==> src/rtl/icv_pkg.sv <==
// Package with shared constants and types of the integer 2-D convolution unit.
package icv_pkg;

	localparam int MAX_KERNEL      = 5;
	localparam int DEF_MAX_WIDTH   = 1024;
	localparam int DEF_MAX_HEIGHT  = 1024;
	localparam int DIM_W           = 13;
	localparam int Q_DEPTH         = 4;
	localparam int QLW             = $clog2(Q_DEPTH + 1);
	localparam int COEF_N          = MAX_KERNEL * MAX_KERNEL;

	localparam logic [1:0] REG_WIDTH  = 2'd0;
	localparam logic [1:0] REG_HEIGHT = 2'd1;
	localparam logic [1:0] REG_KSIZE  = 2'd2;

	localparam logic FUNC_COEF  = 1'b0;
	localparam logic FUNC_PIXEL = 1'b1;

	typedef struct packed {
		logic [DIM_W-1:0] width;
		logic [DIM_W-1:0] height;
		logic [2:0]       ksize;
	} icv_cfg_t;

	typedef logic [MAX_KERNEL-1:0][MAX_KERNEL-1:0][7:0] icv_win_t;

	typedef struct packed {
		logic               is_coef;
		logic [4:0]         coef_index;
		logic signed [15:0] coef_value;
		icv_win_t           win;
		logic               frame_end;
	} icv_entry_t;

endpackage

==> src/rtl/icv_queue.sv <==
// Short queue of classified work entries between the front and back parts.
module icv_queue
	import icv_pkg::*;
(
	input  logic       clk,
	input  logic       arst_n,
	input  logic       push,
	input  icv_entry_t wdata,
	input  logic       pop,
	output icv_entry_t head,
	output logic       empty,
	output logic       full,
	output logic [QLW-1:0] level
);
	localparam int PW = (Q_DEPTH > 1) ? $clog2(Q_DEPTH) : 1;

	icv_entry_t       slot_q [Q_DEPTH];
	logic [PW-1:0]    wr_q;
	logic [PW-1:0]    rd_q;
	logic [QLW-1:0]   cnt_q;

	assign empty = (cnt_q == '0);
	assign full  = (cnt_q == QLW'(Q_DEPTH));
	assign level = cnt_q;
	assign head  = slot_q[rd_q];

	always_ff @(posedge clk) begin
		if (push) begin
			slot_q[wr_q] <= wdata;
		end
	end

	always_ff @(posedge clk or negedge arst_n) begin
		if (!arst_n) begin
			wr_q  <= '0;
			rd_q  <= '0;
			cnt_q <= '0;
		end else begin
			if (push) begin
				wr_q <= (wr_q == PW'(Q_DEPTH - 1)) ? '0 : wr_q + 1'b1;
			end
			if (pop) begin
				rd_q <= (rd_q == PW'(Q_DEPTH - 1)) ? '0 : rd_q + 1'b1;
			end
			if (push && !pop) begin
				cnt_q <= cnt_q + 1'b1;
			end else if (pop && !push) begin
				cnt_q <= cnt_q - 1'b1;
			end
		end
	end
endmodule

==> config.mk <==
export PLATFORM = sky130hd
export DESIGN_NAME = icv_queue
export DESIGN_NICKNAME = d
export VERILOG_FILES = /design/src/rtl/icv_pkg.sv /design/src/rtl/icv_queue.sv
export SDC_FILE = /design/constraint.sdc
export NUM_CORES = 1
export LEC_CHECK = 0
export BUFFER_PORTS_ARGS = -buffer_cell sky130_fd_sc_hd__buf_2
export CAP_MARGIN = 10
export CORE_UTILIZATION = 40
export CTS_CLUSTER_SIZE = 8
export DETAILED_ROUTE_END_ITERATION = 7
export PLACE_DENSITY_LB_ADDON = 0.15
export SLEW_MARGIN = 20
export SYNTH_ARGS = -nofsm -noshare
export SYNTH_HDL_FRONTEND = slang
export SYNTH_SLANG_ARGS = --single-unit
export TNS_END_PERCENT = 1
==> constraint.sdc <==
create_clock -name clk -period 8.3 [get_ports clk]
set_input_delay 0.83 -clock clk [delete_from_list [all_inputs] [get_ports clk]]
set_output_delay 0.83 -clock clk [all_outputs]
set_load 0.02 [all_outputs]
### Word level (Yosys, flattened, before mapping)

Memory sizes are Yosys's and may differ from the RTL's.
Index checks and enable logic that the tools add are counted.

* order comparisons: 0
* add/subtract/negate cells: 4
* divide/modulo/power cells: 0
* $mul: 0
* eq/ne operators: 3
* shifts and indexed selects: 0
* reduce and logical (&&, ||, !) cells: 6
* multiplexer cells: 6
* bitwise logic cells: 0

Operators by type and width (count)
* 3-bit two-way mux: 2
* 2-bit by 1-bit adder with 2-bit output (second input constant): 2
* 2-bit == test (second input constant): 2
* 2-bit two-way mux: 2
* 3-bit by 1-bit adder with 3-bit output (second input constant): 1
* 3-bit == test (second input constant): 1
* 3-bit logical NOT: 1
* 3-bit by 1-bit subtractor with 3-bit output (second input constant): 1
* 1-bit logical AND: 2
* 1-bit logical NOT: 2
* 1-bit two-way mux: 2
* 2-bit nonzero test: 1

* input port bits: 227
* bits in latches: 0
* register bits after elaboration: 7
* memory bits (writable): 892
* memories kept: 1
* output and inout port bits: 228
* memory bits (read-only): 0

Memory list
* slot_q: words 4, bits a word 223, rd ports 1, clocked after Yosys merged registers in 0, wr ports 1, line icv_queue.sv:17 `icv_entry_t slot_q [Q_DEPTH];`

### Longest topological paths before layout

Gate-level depths: netlist of the first run.

* word-level depth: 4
* gate-level depth with buffers: 7
* depth with buffers taken out: 7

### Worst setup path after synthesis of the first run

OpenSTA, ideal clock, no wires.

* path kind: input-to-reg
* start: input port push
* end: memory slot_q[2][0] in the netlist's numbering (enable)
* cell stages on the path: 1
* arrival: 5.880 ns
* data required time: 7.689 ns
* setup slack: 1.809 ns
* path through: and2_1

* cells in the longest elaborated chain, start to end: 2

Ends and longest elaborated chain
* start, declared: line icv_queue.sv:7 `input logic push,`
* 1-bit two-way mux: line icv_queue.sv:28 `if (push) begin`
* 1-bit two-way mux (implied by the code): line icv_queue.sv:29 `slot_q[wr_q] <= wdata;`
* end, declared: line icv_queue.sv:17

No other way between the ends.

==> metrics.txt, run 1 <==
status finished clean; Syn Inst Count 1202; CTS buffer count 130; CP required between 7 and 8 ns; Max-slew headroom 12.4%; initial core utilization 40.4%; r2r worst-path depth 3; period utilization about 50%; WL/cell approximately 23 um; Yosys top cell by area edfxtp_1; critical path type reg -> out; Setup violations, final 0; top achievable clock speed around 240 MHz; Worst setup endpoint head[97]; sequential area share after synthesis between 80 and 90%; ys async rst share 0.779%; # H-tree levels 4; Clock power frac a little under a third; initial antenna violation count 15; switching pwr 4.63 mW; critical-path maximum fanout 108; max cap viols 0; Leak 13.4 nW; Mapped Nets approximately 1400; FF-to-FF Start wr_q[0]; Pint between 10 and 15 mW; Synth Flop Type edfxtp_1; post-CTS setup buffer count 0; aggregate global-route resource usage 16.0%; clock sink count roughly 900; startpoint types flop; count of state elements after synthesis 899; share of the synthesized area in the top cell type roughly 82%; Reg power frac 40.7%; Layout area overhead 21.6%; Post-synth EDFFs 892; setup_tns 0 ns; dominant cells by area after synthesis edfxtp_1 82%, mux4_2 15%, buf_6 0.62%; post-layout min period 4.16 ns; synthesized area per cell 27.1 sq um; drt pass-1 iters 5; Synth top cells by count 892 x edfxtp_1, 223 x mux4_2, 26 x buf_2; core area 80500 sq um; worst hold path class in -> reg; met1 GRT Util 20.1%; Chip Height approximately 290 um; CTS Root Cell clkbuf_16; Clock Skew 0.0388 ns; Top Usage Layer GRT met2; Die Area 82600 sq um; peak supply drop about 0.00023 V; Power Dens Cells 378 nW/um^2; final WL 66300 um; reg2reg setup slack ~5.6 ns; Syn. warnings 0; Gate power share roughly 28%; Critical Path AT 3.33 ns; met2 Use GR 25.4%; vias per cell 5.11; area of the mapped netlist 32600 sq um; met3 Resource Use GR 5.98%; clk_lat worst skew between 0.6 and 0.7 ns; GPL Wtd Cong 0.697; r2r endpoint slot_q[3][205]; top-count cell post-synth edfxtp_1; antenna viol nets, final 0; fraction of layout cells with a size suffix above 1 ~48%; total global routing overflow 0; CTS tree done; Pins Over Slew Limit 0; Critical Path End Type primary output; Die Span X 287 um; DRC 0; first-pass GRT wire length approximately 97000 um; Switching Share 30.9%; largest net degree at the start of global routing 133; Netlist cell types 18; DRT iter0 DRCs 725; Ports approximately 460; final hold viol count 0; final net count 1986; post-CTS sizing 0; number of global-route vias before repair 15600; post-DP HPWL 37700 um; Clock transition at path regs approximately 0.05 ns; Post-CTS Hold Buffers 1; RSZ-0062 raised after global routing false; Hold WS 0.350 ns; measured slew at the worst slew-check pin ~1.3 ns; Std-Cell Rows 104; Crit. Startpoint rd_q[0]; Max Root-Sink Buffers 3; Port Buffers 454; Via Count 14500
-- area by class of cell --
type | count | area (sq um)
tap | 1060 | 1330
clock buffer | 142 | 3340
clock inverter | 14 | 248
fill | 6454 | 40900
timing repair buffer | 468 | 2470
inverter | 4 | 15.0
sequential | 899 | 27000
antenna | 2 | 5.00
multi-input combinational | 249 | 5250
-- cells by family after synthesis --
logic type      Yosys count  synth area share, %
fa+ha+maj                 7                0.292
simple gates             11                0.173
xor+xnor                  3               0.0807
mux                     226                 15.5
compound gates            2               0.0307
flops                   899                 82.8
buf+inv                  54                 1.14
-- stage by stage --
stage | total power, mW | util, % | cell area, sq um | std cells | setup slack [ns]
3_3_place_gp | 10.5 | 44.7 | 36000 | 2679 | 4.69
5_1_grt | 15.7 | 49.2 | 39600 | 2836 | 3.82
3_5_place_dp | 10.6 | 44.7 | 36000 | 2679 | 4.70
2_1_floorplan | 9.25 | - | 32600 | 1202 | 1.81
4_1_cts | 15.3 | 49.2 | 39600 | 2836 | 3.96
6_report | 15.0 | 49.2 | 39600 | 2838 | 4.14
-- layer usage --
layer,up-vias,part of all wire [%]
li1,6304,-
met5,-,0.26
met2,472,49
met1,7572,40
met3,132,8.1
met4,28,2.3
-- layout by cell type (no fill, tap or decap), types with 4 or more instances in the layout --
cell type	netlist	final
buf_12	0	7
clkbuf_16	0	132
clkbuf_1	6	10
dfrtp_1	7	5
edfxtp_1	892	892
and2_4	0	4
buf_4	0	6
clkinv_16	0	4
ha_1	6	6
inv_1	4	4
mux4_2	223	223
clkinv_8	0	5
buf_2	26	454
-- power groups by stage --
stage | clock network [mW] | logic [mW] | registers, mW
2_1_floorplan | 0 | 3.06 | 6.19
3_3_place_gp | 0 | 4.39 | 6.16
3_5_place_dp | 0 | 4.37 | 6.19
4_1_cts | 4.78 | 4.40 | 6.11
5_1_grt | 4.94 | 4.55 | 6.16
6_report | 4.64 | 4.24 | 6.09
-- worst max-delay path, cell delays in order (launching register included) --
cell     delay (ns)
dfrtp_4        0.92
buf_12         0.68
mux4_2         0.63
buf_2          0.18
-- registers in the layout, summed over array words and instances (netlist names) --
name	count
level	3
rd_q	2
wr_q	2
slot_q	892
-- worst min-delay path by stage --
stage,start,endpoint,slack (ns),cells after the start
3_5_place_dp,level[2],level[2],0.52,1
5_1_grt,wdata[194],slot_q[1][194],0.30,1
2_1_floorplan,arst_n,level[0],0.53,0
6_report,wdata[32],slot_q[1][32],0.35,1
3_3_place_gp,level[2],level[2],0.52,1
4_1_cts,wdata[178],slot_q[2][178],0.29,1
Note: power is estimated with default switching activity, not from simulation.
==> run 2: changes to the inputs <==
==> constraint.sdc (replaced) <==
create_clock -name clk -period 3.45 [get_ports clk]
set_input_delay 0.345 -clock clk [delete_from_list [all_inputs] [get_ports clk]]
set_output_delay 0.345 -clock clk [all_outputs]
set_load 0.02 [all_outputs]
==> run 2 against run 1 <==
Against the previous run: global-route usage is 1.1 points higher; die area stayed put; cell area is 6.8% higher; flip-flop and latch count stayed put; critical endpoint is now head[126]; setup slack worse by 3.6 ns; highest routed layer unchanged; final cell count is 9.5% higher; hold slack better by 0.056 ns; clock skew is 0.013 ns lower; critical path type unchanged; first-iteration DRC count is 8.8% higher.
==> metrics.txt, run 2 (synthesis gave the netlist of run 1 again) <==
multi-input logic area roughly 5300 sq um; Die Span X roughly 290 um; CTS tree done; initial core utilization 40.4%; most common cell after layout, fill and taps aside edfxtp_1; Layout area overhead 29.9%; CTS Root Cell clkbuf_16; switching pwr 11.4 mW; Pins Over Slew Limit 0; Hold WS 0.406 ns; period utilization 83.8%; Gate power share 30.3%; vias per cell 5.03; Pint 25.3 mW; Port Buffers 454; CP cell instances buf_12, buf_12, mux4_2, buf_2; Most flops, register slot_q; critical-path maximum fanout 32; fin worst setup slack 0.560 ns; CP peak stage delay about 0.55 ns; antenna viol nets, final 0; Clock power frac 30.2%; # H-tree levels 4; most frequent cells in the layout 892 x edfxtp_1, 454 x buf_2, 228 x dlygate4sd3_1; placed instance area 36500 sq um; post-DP HPWL approximately 42000 um; Setup violations, final 0; startpoint types flop; status finished clean; total power 36.7 mW; Via Count around 16000; Power Dens Cells about 870 nW/um^2; DRC 0; dpl ws between 1 and 1.5 ns; drt pass-1 iters 5; peak supply drop 0.000622 V; CP most frequent cell buf_12; Die Area 82600 sq um; final WL 70100 um; WL/cell ~23 um; critical path type reg -> out; critical path's slowest cell dfrtp_4; aggregate global-route resource usage 17.1%; Switching Share 31.0%; Max-slew headroom 53.4%; top achievable clock speed 346 MHz; Max Root-Sink Buffers 3; Storage cell area 27000 sq um; Ports approximately 460; Critical Path End Type primary output; Finished Cell Area 42300 sq um; largest net degree at the start of global routing 67; critical path's top delay family buffers and inverters; initial antenna violation count 6; measured slew at the worst slew-check pin 0.699 ns; fraction of layout cells with a size suffix above 1 43.1%; Critical Path AT 2.54 ns; Bufs and invs on worst path 3; DRT iter0 DRCs 789; max cap viols 0; Reg power frac 39.4%; clock sink count 899; Chip Height 287 um; FILL cells 6268; number of global-route vias before repair 17200; CP required 3.11 ns; GPL Wtd Cong about 0.73; first-pass GRT wire length 104000 um; total global routing overflow 0; CTS buffer count 130; clk_lat worst skew ~0.69 ns; core area 80500 sq um; Std-Cell Rows 104; final hold viol count 0; Clock Skew 0.0253 ns; final net count 2254; max reg flops 892; Clock transition at path regs 0.05 ns; post-layout min period 2.89 ns; Leak around 15 nW; RSZ-0062 raised after global routing false; worst hold path class in -> reg
-- run 2: cell types whose count changed in the layout (fill, tap and decap cells not counted), moves of 4 or more --
cell           delta
dlygate4sd3_1   +227
buf_12           +16
clkinv_16         -4
buf_4            +25
inv_6             +5
clkinv_8          -5
clkbuf_1          +6
-- run 2: worst paths after layout --
kind                                  from             end  slack, ns  cells past startpoint
worst min-delay path            wdata[198]  slot_q[3][198]       0.41                      2
worst max-delay path               rd_q[0]       head[126]       0.56                      4
min in group asynchronous           arst_n        level[1]       0.54                      3
max in group asynchronous           arst_n         rd_q[1]       2.02                      4
worst min register to register    level[2]        level[2]       0.53                      1
worst max register to register     wr_q[0]   slot_q[0][82]       1.31                      5
-- run 2: power by group through the flow --
stage	Clock [mW]	Combinational, mW	Sequential, mW
6_report	11.1	11.1	14.5
2_1_floorplan	0	7.36	14.6
3_5_place_dp	0	11.2	14.7
5_1_grt	11.8	11.9	14.6
4_1_cts	11.4	11.4	14.5
3_3_place_gp	0	11.2	14.6
-- run 2: final cells by class --
type / count / area share (%)
antenna: 1 / 0.00592
clock buffer: 147 / 7.89
clock inverter: 12 / 0.352
inverter: 4 / 0.0355
multi-input combinational: 249 / 12.4
sequential: 899 / 63.8
tap: 1060 / 3.14
timing repair buffer: 736 / 12.4
-- run 2: per-stage QoR --
step / cells / util [%] / TNS, ns
after floorplan: 1202 / - / -131.10
after global placement: 2720 / 45.4 / 0
after detailed placement: 2720 / 45.4 / 0
after CTS: 3107 / 52.5 / 0
after global routing: 3108 / 52.5 / 0
final: 3108 / 52.5 / 0
-- run 2: per-layer routing --
metal / routed length, um / up-vias / share of wire, % / GRT usage, %
met4: 1540 / 10 / 2.2 / 5.68
met2: 34500 / 441 / 49 / 27.8
met3: 4880 / 132 / 7.0 / 5.65
li1: - / 6856 / - / -
met5: 66 / - / 0.094 / 0
met1: 29200 / 8196 / 42 / 21.6
-- run 2: what timing repair did --
| item | 4_1_cts | 5_1_grt |
|---|---|---|
| buffers inserted | 0 | 0 |
| gates resized for setup | 0 | 0 |
| endpoints found under the hold margin | 903 | 0 |
| hold buffers | 228 | 0 |
